==> config.mk <==
export PLATFORM = sky130hd
export DESIGN_NAME = first_free_voice_allocator
export DESIGN_NICKNAME = d
export VERILOG_FILES = /design/src/ffva_pkg.sv /design/src/ffva_ram.sv /design/src/ffva_cfg.sv /design/src/first_free_voice_allocator.sv
export SDC_FILE = /design/constraint.sdc
export NUM_CORES = 2
export LEC_CHECK = 0
export BUFFER_PORTS_ARGS = -buffer_cell sky130_fd_sc_hd__buf_2
export CAP_MARGIN = 20
export CORE_UTILIZATION = 35
export DETAILED_ROUTE_END_ITERATION = 10
export PLACE_DENSITY_LB_ADDON = 0.08
export SLEW_MARGIN = 30
export SYNTH_ARGS = -nofsm -noshare
export SYNTH_HDL_FRONTEND = slang
export SYNTH_SLANG_ARGS = --single-unit
==> constraint.sdc <==
create_clock -name i_clk -period 6.5 [get_ports i_clk]
set_input_delay 0.975 -clock i_clk [delete_from_list [all_inputs] [get_ports i_clk]]
set_output_delay 0.975 -clock i_clk [all_outputs]
set_load 0.03 [all_outputs]
==> src/ffva_pkg.sv <==
// ---------------------------------------------------------------------------
// ffva_pkg: shared types and constants for the first-free voice allocator
// Field widths, register map codes, reset values and the configuration
// bundle passed from the register block to the allocator core.
// ---------------------------------------------------------------------------
package ffva_pkg;

    localparam int SPM_W     = 16;
    localparam int LIMIT_W   = 7;
    localparam int LEN_W     = 24;
    localparam int OFF_W     = 16;
    localparam int ACT_W     = 7;
    localparam int VOICE_W   = 7;
    localparam int OUT_OFF_W = 8;
    localparam int FREE_W    = 48;
    localparam int CLOCK_W   = 40;
    localparam int PADDR_W   = 4;
    localparam int PDATA_W   = 32;

    localparam logic [FREE_W-1:0] FREE_MAX = '1;

    localparam logic [SPM_W-1:0]   SPM_RESET   = 16'd11290;
    localparam logic [LIMIT_W-1:0] LIMIT_RESET = 7'd64;

    // Register index, taken from paddr[3:2].
    localparam logic [1:0] REG_SAMPLES_PER_MS   = 2'd0;
    localparam logic [1:0] REG_ACTIVE_LIMIT     = 2'd1;
    localparam logic [1:0] REG_USE_ACTIVE_INPUT = 2'd2;

    typedef struct packed {
        logic [SPM_W-1:0]   samples_per_ms;
        logic [LIMIT_W-1:0] active_limit;
        logic               use_active_input;
    } t_cfg;

endpackage

==> src/ffva_ram.sv <==
// ---------------------------------------------------------------------------
// ffva_ram: generic single-port-write, single-port-read RAM
// One write and one read per cycle; read data is registered.
// ---------------------------------------------------------------------------
module ffva_ram #(
    parameter int WIDTH = 48,
    parameter int DEPTH = 64
) (
    input  logic                                       i_clk,
    input  logic                                       i_we,
    input  logic [((DEPTH > 1) ? $clog2(DEPTH) : 1)-1:0] i_waddr,
    input  logic [WIDTH-1:0]                           i_wdata,
    input  logic [((DEPTH > 1) ? $clog2(DEPTH) : 1)-1:0] i_raddr,
    output logic [WIDTH-1:0]                           o_rdata
);

    logic [WIDTH-1:0] r_mem [DEPTH];
    logic [WIDTH-1:0] r_rdata;

    always_ff @(posedge i_clk) begin
        if (i_we) begin
            r_mem[i_waddr] <= i_wdata;
        end
        r_rdata <= r_mem[i_raddr];
    end

    assign o_rdata = r_rdata;

endmodule

==> src/ffva_cfg.sv <==
// ---------------------------------------------------------------------------
// ffva_cfg: configuration registers behind an APB-style port
// Three registers at byte addresses 0, 4 and 8, decoded from paddr[3:2]; index 3 is ignored.
// ---------------------------------------------------------------------------
module ffva_cfg (
    input  logic                          i_clk,
    input  logic                          i_rst_n,
    input  logic                          psel,
    input  logic                          penable,
    input  logic                          pwrite,
    input  logic [ffva_pkg::PADDR_W-1:0]  paddr,
    input  logic [ffva_pkg::PDATA_W-1:0]  pwdata,
    output logic [ffva_pkg::PDATA_W-1:0]  prdata,
    output logic                          pready,
    output ffva_pkg::t_cfg                o_cfg
);
    import ffva_pkg::*;

    t_cfg r_cfg;
    logic w_wr;

    assign pready = 1'b1;
    assign w_wr   = psel && penable && pwrite && pready;

    always_ff @(posedge i_clk) begin
        if (!i_rst_n) begin
            r_cfg.samples_per_ms   <= SPM_RESET;
            r_cfg.active_limit     <= LIMIT_RESET;
            r_cfg.use_active_input <= 1'b0;
        end else if (w_wr) begin
            unique case (paddr[3:2])
                REG_SAMPLES_PER_MS: begin
                    r_cfg.samples_per_ms <= pwdata[SPM_W-1:0];
                end
                REG_ACTIVE_LIMIT: begin
                    r_cfg.active_limit <= pwdata[LIMIT_W-1:0];
                end
                REG_USE_ACTIVE_INPUT: begin
                    r_cfg.use_active_input <= pwdata[0];
                end
                default: begin
                end
            endcase
        end
    end

    always_comb begin
        unique case (paddr[3:2])
            REG_SAMPLES_PER_MS:   prdata = PDATA_W'(r_cfg.samples_per_ms);
            REG_ACTIVE_LIMIT:     prdata = PDATA_W'(r_cfg.active_limit);
            REG_USE_ACTIVE_INPUT: prdata = PDATA_W'(r_cfg.use_active_input);
            default:              prdata = '0;
        endcase
    end

    assign o_cfg = r_cfg;

endmodule

==> src/first_free_voice_allocator.sv <==
// ---------------------------------------------------------------------------
// first_free_voice_allocator: first-free polyphonic voice allocator
// One input word per audio sample. Free times live in a RAM; each accepted trigger
// scans it for the lowest-numbered free voice and books that voice, if any.
//
//   channel  direction  handshake               payload
//   in       in         i_in_valid/o_in_stall   trigger, length, offset, count, clear
//   out      out        o_out_valid/i_out_stall voice id, length, offset
//   cfg      in         APB psel/penable/pready three registers, 32-bit data
//
// A word with an accepted trigger scans the first active voices, stopping at the first
// free one (active = eligible voice count); the scan issues one RAM read per cycle
// and compares each entry in the cycle after its read is issued.
// A word without an accepted trigger skips the scan.
// A word with clear set first runs the zeroing sweep over all VOICE_COUNT entries.
// After reset the same sweep runs with the input stalled.
// A stalled output holds the block in its final state until the word is taken.
// ---------------------------------------------------------------------------
module first_free_voice_allocator #(
    parameter int VOICE_COUNT = 64,
    parameter int FRAC_BITS   = 8
) (
    input  logic                                i_clk,
    input  logic                                i_rst_n,
    // input channel
    input  logic                                i_in_valid,
    output logic                                o_in_stall,
    input  logic                                i_trigger,
    input  logic [ffva_pkg::LEN_W-1:0]          i_length_ms,
    input  logic signed [ffva_pkg::OFF_W-1:0]   i_offset,
    input  logic [ffva_pkg::ACT_W-1:0]          i_active_count,
    input  logic                                i_clear_all,
    // output channel
    output logic                                o_out_valid,
    input  logic                                i_out_stall,
    output logic [ffva_pkg::VOICE_W-1:0]        o_voice_id,
    output logic [ffva_pkg::LEN_W-1:0]          o_length_out,
    output logic [ffva_pkg::OUT_OFF_W-1:0]      o_offset_out,
    // configuration port
    input  logic                                psel,
    input  logic                                penable,
    input  logic                                pwrite,
    input  logic [ffva_pkg::PADDR_W-1:0]        paddr,
    input  logic [ffva_pkg::PDATA_W-1:0]        pwdata,
    output logic [ffva_pkg::PDATA_W-1:0]        prdata,
    output logic                                pready
);
    import ffva_pkg::*;

    localparam int IDX_W  = (VOICE_COUNT > 1) ? $clog2(VOICE_COUNT) : 1;
    localparam int CNT_W  = $clog2(VOICE_COUNT + 1);
    localparam int NOW_W  = CLOCK_W + FRAC_BITS;
    localparam int PROD_W = SPM_W + LEN_W;
    localparam int SUM_W  = NOW_W + 1;
    localparam int CMP_W  = (NOW_W > FREE_W) ? NOW_W : FREE_W;
    localparam int EXT_W  = (SUM_W > FREE_W) ? SUM_W : FREE_W + 1;
    localparam logic [OFF_W:0] ONE_SAMPLE = (OFF_W + 1)'(1) << FRAC_BITS;

    typedef enum logic [2:0] {
        S_CLEAR,
        S_IDLE,
        S_SCAN,
        S_WRITE,
        S_DONE
    } t_state;

    t_cfg w_cfg;

    t_state                  r_state;
    logic [IDX_W-1:0]        r_sweep;
    logic                    r_item;
    logic                    r_go;
    logic [LEN_W-1:0]        r_len;
    logic [FRAC_BITS-1:0]    r_off;
    logic [CNT_W-1:0]        r_active;
    logic [CLOCK_W-1:0]      r_clock;
    logic [PROD_W-1:0]       r_prod;
    logic [SUM_W-1:0]        r_sum;
    logic [CNT_W-1:0]        r_issue;
    logic                    r_cmp_vld;
    logic [CNT_W-1:0]        r_cmp_idx;
    logic                    r_hit;
    logic [CNT_W-1:0]        r_hit_idx;
    logic                    r_out_valid;
    logic [VOICE_W-1:0]      r_voice;
    logic [LEN_W-1:0]        r_len_out;
    logic [OUT_OFF_W-1:0]    r_off_out;

    logic                    w_off_neg;
    logic                    w_off_ok;
    logic [ACT_W-1:0]        w_act_sel;
    logic [CNT_W-1:0]        w_active;
    logic [NOW_W-1:0]        w_now;
    logic                    w_free_le;
    logic [SUM_W-1:0]        w_diff;
    logic                    w_under;
    logic [EXT_W-1:0]        w_diff_ext;
    logic [FREE_W-1:0]       w_book;
    logic                    w_out_free;
    logic                    w_load;
    logic                    w_ram_we;
    logic [IDX_W-1:0]        w_ram_waddr;
    logic [FREE_W-1:0]       w_ram_wdata;
    logic [FREE_W-1:0]       w_ram_rdata;
    logic [CNT_W-1:0]        w_voice_1b;

    ffva_cfg u_cfg (
        .i_clk   (i_clk),
        .i_rst_n (i_rst_n),
        .psel    (psel),
        .penable (penable),
        .pwrite  (pwrite),
        .paddr   (paddr),
        .pwdata  (pwdata),
        .prdata  (prdata),
        .pready  (pready),
        .o_cfg   (w_cfg)
    );

    ffva_ram #(
        .WIDTH (FREE_W),
        .DEPTH (VOICE_COUNT)
    ) u_free_ram (
        .i_clk   (i_clk),
        .i_we    (w_ram_we),
        .i_waddr (w_ram_waddr),
        .i_wdata (w_ram_wdata),
        .i_raddr (r_issue[IDX_W-1:0]),
        .o_rdata (w_ram_rdata)
    );

    // Offset of one sample or more blocks the trigger; negative clamps to zero.
    assign w_off_neg = i_offset[OFF_W-1];
    assign w_off_ok  = w_off_neg || ({1'b0, i_offset} < ONE_SAMPLE);

    assign w_act_sel = w_cfg.use_active_input ? i_active_count : w_cfg.active_limit;
    assign w_active  = (int'(w_act_sel) > VOICE_COUNT) ? CNT_W'(VOICE_COUNT)
                                                       : CNT_W'(w_act_sel);

    assign w_now     = NOW_W'(r_clock) << FRAC_BITS;
    assign w_free_le = CMP_W'(w_ram_rdata) <= CMP_W'(w_now);

    // Booking end: clock + span - offset, floored at zero, saturated at the top.
    assign w_under    = r_sum < SUM_W'(r_off);
    assign w_diff     = r_sum - SUM_W'(r_off);
    assign w_diff_ext = EXT_W'(w_diff);
    assign w_book     = w_under ? '0 :
                        (w_diff_ext > EXT_W'(FREE_MAX)) ? FREE_MAX : FREE_W'(w_diff_ext);

    assign w_ram_we    = (r_state == S_CLEAR) || (r_state == S_WRITE);
    assign w_ram_waddr = (r_state == S_CLEAR) ? r_sweep : r_hit_idx[IDX_W-1:0];
    assign w_ram_wdata = (r_state == S_CLEAR) ? '0 : w_book;

    assign w_out_free = !r_out_valid || !i_out_stall;
    assign w_load     = (r_state == S_DONE) && w_out_free;
    assign w_voice_1b = r_hit_idx + CNT_W'(1);

    // Span product and sum run every cycle from held operands; both settle
    // by the write state, which the scan reaches only after its first read and compare.
    always_ff @(posedge i_clk) begin
        r_prod <= PROD_W'(w_cfg.samples_per_ms) * PROD_W'(r_len);
        r_sum  <= SUM_W'(w_now) + SUM_W'(r_prod >> FRAC_BITS);
    end

    always_ff @(posedge i_clk) begin
        if (!i_rst_n) begin
            r_state     <= S_CLEAR;
            r_sweep     <= '0;
            r_item      <= 1'b0;
            r_go        <= 1'b0;
            r_clock     <= '0;
            r_issue     <= '0;
            r_cmp_vld   <= 1'b0;
            r_hit       <= 1'b0;
            r_out_valid <= 1'b0;
        end else begin
            if (w_load) begin
                r_out_valid <= 1'b1;
            end else if (r_out_valid && !i_out_stall) begin
                r_out_valid <= 1'b0;
            end
            unique case (r_state)
                S_CLEAR: begin
                    if (r_sweep == IDX_W'(VOICE_COUNT - 1)) begin
                        r_sweep <= '0;
                        if (!r_item) begin
                            r_state <= S_IDLE;
                        end else if (r_go) begin
                            r_state <= S_SCAN;
                        end else begin
                            r_state <= S_DONE;
                        end
                    end else begin
                        r_sweep <= r_sweep + 1'b1;
                    end
                end
                S_IDLE: begin
                    if (i_in_valid) begin
                        r_item    <= 1'b1;
                        r_go      <= i_trigger && w_off_ok;
                        r_len     <= i_length_ms;
                        r_off     <= w_off_neg ? '0 : i_offset[FRAC_BITS-1:0];
                        r_active  <= w_active;
                        r_issue   <= '0;
                        r_cmp_vld <= 1'b0;
                        r_hit     <= 1'b0;
                        if (i_clear_all) begin
                            r_clock <= '0;
                            r_state <= S_CLEAR;
                        end else if (i_trigger && w_off_ok) begin
                            r_state <= S_SCAN;
                        end else begin
                            r_state <= S_DONE;
                        end
                    end
                end
                S_SCAN: begin
                    // Reads are issued one per cycle; the compare sees the
                    // entry read in the previous cycle.
                    if (r_cmp_vld && w_free_le) begin
                        r_hit     <= 1'b1;
                        r_hit_idx <= r_cmp_idx;
                        r_cmp_vld <= 1'b0;
                        r_state   <= S_WRITE;
                    end else if (r_issue < r_active) begin
                        r_cmp_vld <= 1'b1;
                        r_cmp_idx <= r_issue;
                        r_issue   <= r_issue + 1'b1;
                    end else begin
                        r_cmp_vld <= 1'b0;
                        r_state   <= S_DONE;
                    end
                end
                S_WRITE: begin
                    r_state <= S_DONE;
                end
                S_DONE: begin
                    if (w_out_free) begin
                        r_voice     <= r_hit ? VOICE_W'(w_voice_1b) : '0;
                        r_len_out   <= r_hit ? r_len : '0;
                        r_off_out   <= r_hit ? OUT_OFF_W'(r_off) : '0;
                        r_clock     <= r_clock + 1'b1;
                        r_item      <= 1'b0;
                        r_state     <= S_IDLE;
                    end
                end
                default: begin
                    r_state <= S_IDLE;
                end
            endcase
        end
    end

    assign o_in_stall     = (r_state != S_IDLE);
    assign o_out_valid    = r_out_valid;
    assign o_voice_id     = r_voice;
    assign o_length_out   = r_len_out;
    assign o_offset_out   = r_off_out;

    // The RAM is written only by the clearing sweep or a booking.
    a_ram_write_src: assert property (@(posedge i_clk) disable iff (!i_rst_n)
        w_ram_we |-> (r_hit || r_state == S_CLEAR))
        else $error("free-time RAM written outside a sweep or a booking");

    // A compare in flight always refers to an eligible voice.
    a_cmp_in_range: assert property (@(posedge i_clk) disable iff (!i_rst_n)
        (r_state == S_SCAN && r_cmp_vld) |-> (r_cmp_idx < r_active))
        else $error("scan compared a voice beyond the eligible count");

    // Each finished word advances the sample clock by exactly one.
    a_clock_step: assert property (@(posedge i_clk) disable iff (!i_rst_n)
        (r_state == S_DONE && w_out_free) |=> (r_clock == $past(r_clock) + 1'b1))
        else $error("sample clock did not advance by one per word");

    // A result with no voice carries zero length and offset.
    a_empty_result: assert property (@(posedge i_clk) disable iff (!i_rst_n)
        (o_out_valid && o_voice_id == '0) |-> (o_length_out == '0 && o_offset_out == '0))
        else $error("result without a voice has nonzero fields");

endmodule

==> out/metrics.yaml <==
clock_tree:
  clock_sinks: 3378
  numCtsBuffers: 379
  clock_latency_ns: 0.99
  htreeDepth: 5
  clk_path_buf_depth: 4
  cts.clk_slew.worst_paths_ns: 0.06
  cts-root-buf: "clkbuf_16"
  tritoncts: "built"
critical_path:
  rrSetupSlack_ns: 0.13
  path_class: "reg -> reg"
  worstPathRequired_ns: 7.37
  reg2reg_to: "r_prod[34]"
  rr_startpoint: "r_len[5]"
  reg2regPathDepth: 21
  arrival_ns: 7.24
  setup.worst_path.start_class: "flop"
  critPathCaptureType: "flop"
  cp_max_fo: 4
sta:
  fmax_mhz: 157
  slew_viol_final: 0
  hold_viol: 0
  tns_ns: 0
  worstMarginPinSlew_ns: 1.04
  setup_viol: 0
  relSlewSlack: 0.302
  period_share: 0.980
  final.min_clock_period_ns: 6.37
  fin_skew_ns: 0.0984
yosys:
  ys.flop_type: "edfxtp_1"
  ys_warn_count: 0
  ys_ff_latch: 3378
  syn_area_per_cell_um2: 19.9
  seq_area_frac_synth: 0.700
  ys_types: 71
  synthArstFlopShare: 0
  synth_edf_count: 3164
  synthCells: 7149
  netlist_area_um2: 142000
final_layout:
  design_area_um2: 166000
  layout-drive-gt1-share: 0.283
  register_area_um2: 99300
  synthToLayoutAreaGrowth_pct: 16.6
  multi_input_area_um2: 41000
  nNetsFinal: 8337
  fin_util: 0.411
  fillers: 35700
  fin_cells: 13500
pwr:
  power_density_nw_per_um2: 286
  pwr-share-seq: 0.507
  switchingPower_mw: 10.6
  combPwrFrac: 0.054
  internal_power_mw: 36.8
  p_total_mw: 47.4
  p_leak_nw: 54.4
  clkPwrFrac: 0.439
  max-vdd-ir-drop_mv: 0.204
  swShare: 0.223
worst_hold_path:
  worstHoldStart: "i_length_ms[9]"
  min_path_type: "in -> reg"
  min_to: "r_len[9]"
  min_delay_path_depth: 1
floorplanning:
  die_w_um: 639
  die-area_um2: 408000
  die_y_um: 639
  io-pin-count: 166
  initial_core_util: 0.352
  core_area_um2: 403000
  row_count: 233
drt:
  antenna_left: 0
  drt-initial-drc-count: 7133
  vias: 72000
  via_per_inst: 5.35
  drc_errors: 0
  wl_mm: 441
  post_drt_wl_per_cell_um: 32.8
  firstDrtPassIters: 5
flow_run:
  maxCapViolCount: 0
grt:
  overflow: 0
  grt_max_degree: 107
  grt_pass1_wl_mm: 610
  grt_pass1_vias: 74300
  antenna_found_initial: 32
  track_usage: 0.215
placement:
  routabilityCongestion: 0.807
  dp_cells: 12700
  port_buffers: 130
  post-dp-hpwl_mm: 255
  placed_area_um2: 153000
run_status:
  status: "finished clean"
## layout make-up
type | count | share of cell area
sequential | 3378 | 0.600
multi-input combinational | 3014 | 0.248
clock buffer | 511 | 0.0622
tap | 5405 | 0.0409
timing repair buffer | 553 | 0.0296
clock inverter | 179 | 0.00965
inverter | 421 | 0.00955
antenna | 2 | 0.0000302
## power groups by stage
stage                     Clock (mW)  Combinational (mW)  Sequential, mW
final                           20.8                2.54            24.0
after global routing            22.1                2.82            24.0
after CTS                       21.3                2.50            24.0
after detailed placement           0                2.41            24.5
after global placement             0                2.44            24.5
after floorplan                    0                1.45            24.3
## state kept, by name, summed over array words and instances (netlist names)
name,flops
u_free_ram.o_rdata,48
r_item,1
u_free_ram.r_mem,3072
r_state,3
r_hit_idx,7
r_prod,32
u_cfg.o_cfg,24
o_voice_id,7
r_go,1
r_len,24
r_cmp_vld,1
r_sweep,6
r_clock,40
o_length_out,24
r_issue,7
r_cmp_idx,7
r_active,7
r_hit,1
r_sum,49
o_offset_out,8
o_out_valid,1
r_off,8
## through the flow
| step | hold WS [ns] | worst slack [ns] |
|---|---|---|
| floorplan | 0.310 | 0.156 |
| global placement | 0.320 | -0.428 |
| detailed placement | 0.318 | -0.351 |
| CTS | 0.0694 | -0.0452 |
| global route | 0.127 | -0.0101 |
| finish | 0.162 | 0.127 |
## cell usage after synthesis, drive strengths merged, types with 13 or more instances
master,n,area (um2)
o21a,19,143
clkbuf,261,980
fa,307,6150
buf,90,437
ha,191,2390
a21oi,133,669
nor3,42,221
and2,210,1310
edfxtp,3164,95000
nor2,198,743
inv,421,1580
or3,28,185
a21o,46,345
mux2i,23,230
o21ai,40,200
nor4,14,103
nand2,346,1300
mux4,1008,22700
xnor2,102,912
nand4,21,131
and3,15,93.8
dfxtp,214,4280
nand3,62,323
xor2,26,228
nor2b,24,150
a31oi,13,81.3
## per-layer routing
layer | vias up | GRT usage | wire length, um
met3 | 458 | 0.0272 | 21500
met1 | 40000 | 0.305 | 195000
met5 | - | 0 | 24
met4 | 4 | 0.0405 | 7900
li1 | 29500 | - | -
met2 | 2052 | 0.358 | 217000
## critical path: stages, from the launching register on
cell and delay [ns]:
edfxtp_1 0.42, buf_6 0.15, and2_4 0.15, fa_1 0.57
inv_2 0.05, fa_2 0.57, fa_2 0.45, fa_1 0.51
inv_2 0.04, fa_1 0.50, fa_1 0.58, ha_4 0.22
and3_4 0.17, a221o_1 0.34, a31oi_2 0.20, buf_6 0.16
o211a_4 0.20, o21ai_4 0.08, o41a_1 0.40, a21o_1 0.22
a21oi_2 0.13, xnor2_1 0.14
## layout by cell type (no fill, tap or decap), types with 101 or more instances in the layout
cell       count
buf_2        130
mux4_2      1008
nor2_1       132
ha_1         185
edfxtp_1    3164
xnor2_1      101
inv_1        413
nand2_1      342
fa_1         298
and2_1       204
clkbuf_16    384
buf_4        333
clkbuf_1     106
dfxtp_1      201
## cells by family after synthesis
logic type,synth area share
multiplexers,0.162
flip-flops,0.700
buffers and inverters,0.0211
AND/OR/NAND/NOR,0.0350
adder cells (fa/ha/maj),0.0601
AO/OA/AOI/OAI,0.0143
other,0.0000529
XOR/XNOR,0.00803
## how the worst max path moves through the flow
stage,start,end,slack (ns)
finish,r_len[5],r_prod[34],0.13
global route,r_len[5],r_prod[34],-0.01
CTS,r_len[9],r_prod[37],-0.05
detailed placement,u_cfg.o_cfg[9],r_prod[37],-0.35
global placement,u_cfg.o_cfg[9],r_prod[37],-0.43
floorplan,r_len[21],r_prod[37],0.16
## repair_timing
| action | 4_1_cts | 5_1_grt |
|---|---|---|
| hold endpoints to repair | 0 | 0 |
| hold buffers | 0 | 0 |
| setup buffers | 12 | 9 |
| pin swaps | 15 | 40 |
| endpoints found under the setup margin | 11 | 15 |
| resized for setup | 35 | 48 |
No activity file was read; power rests on OpenSTA's default activity.
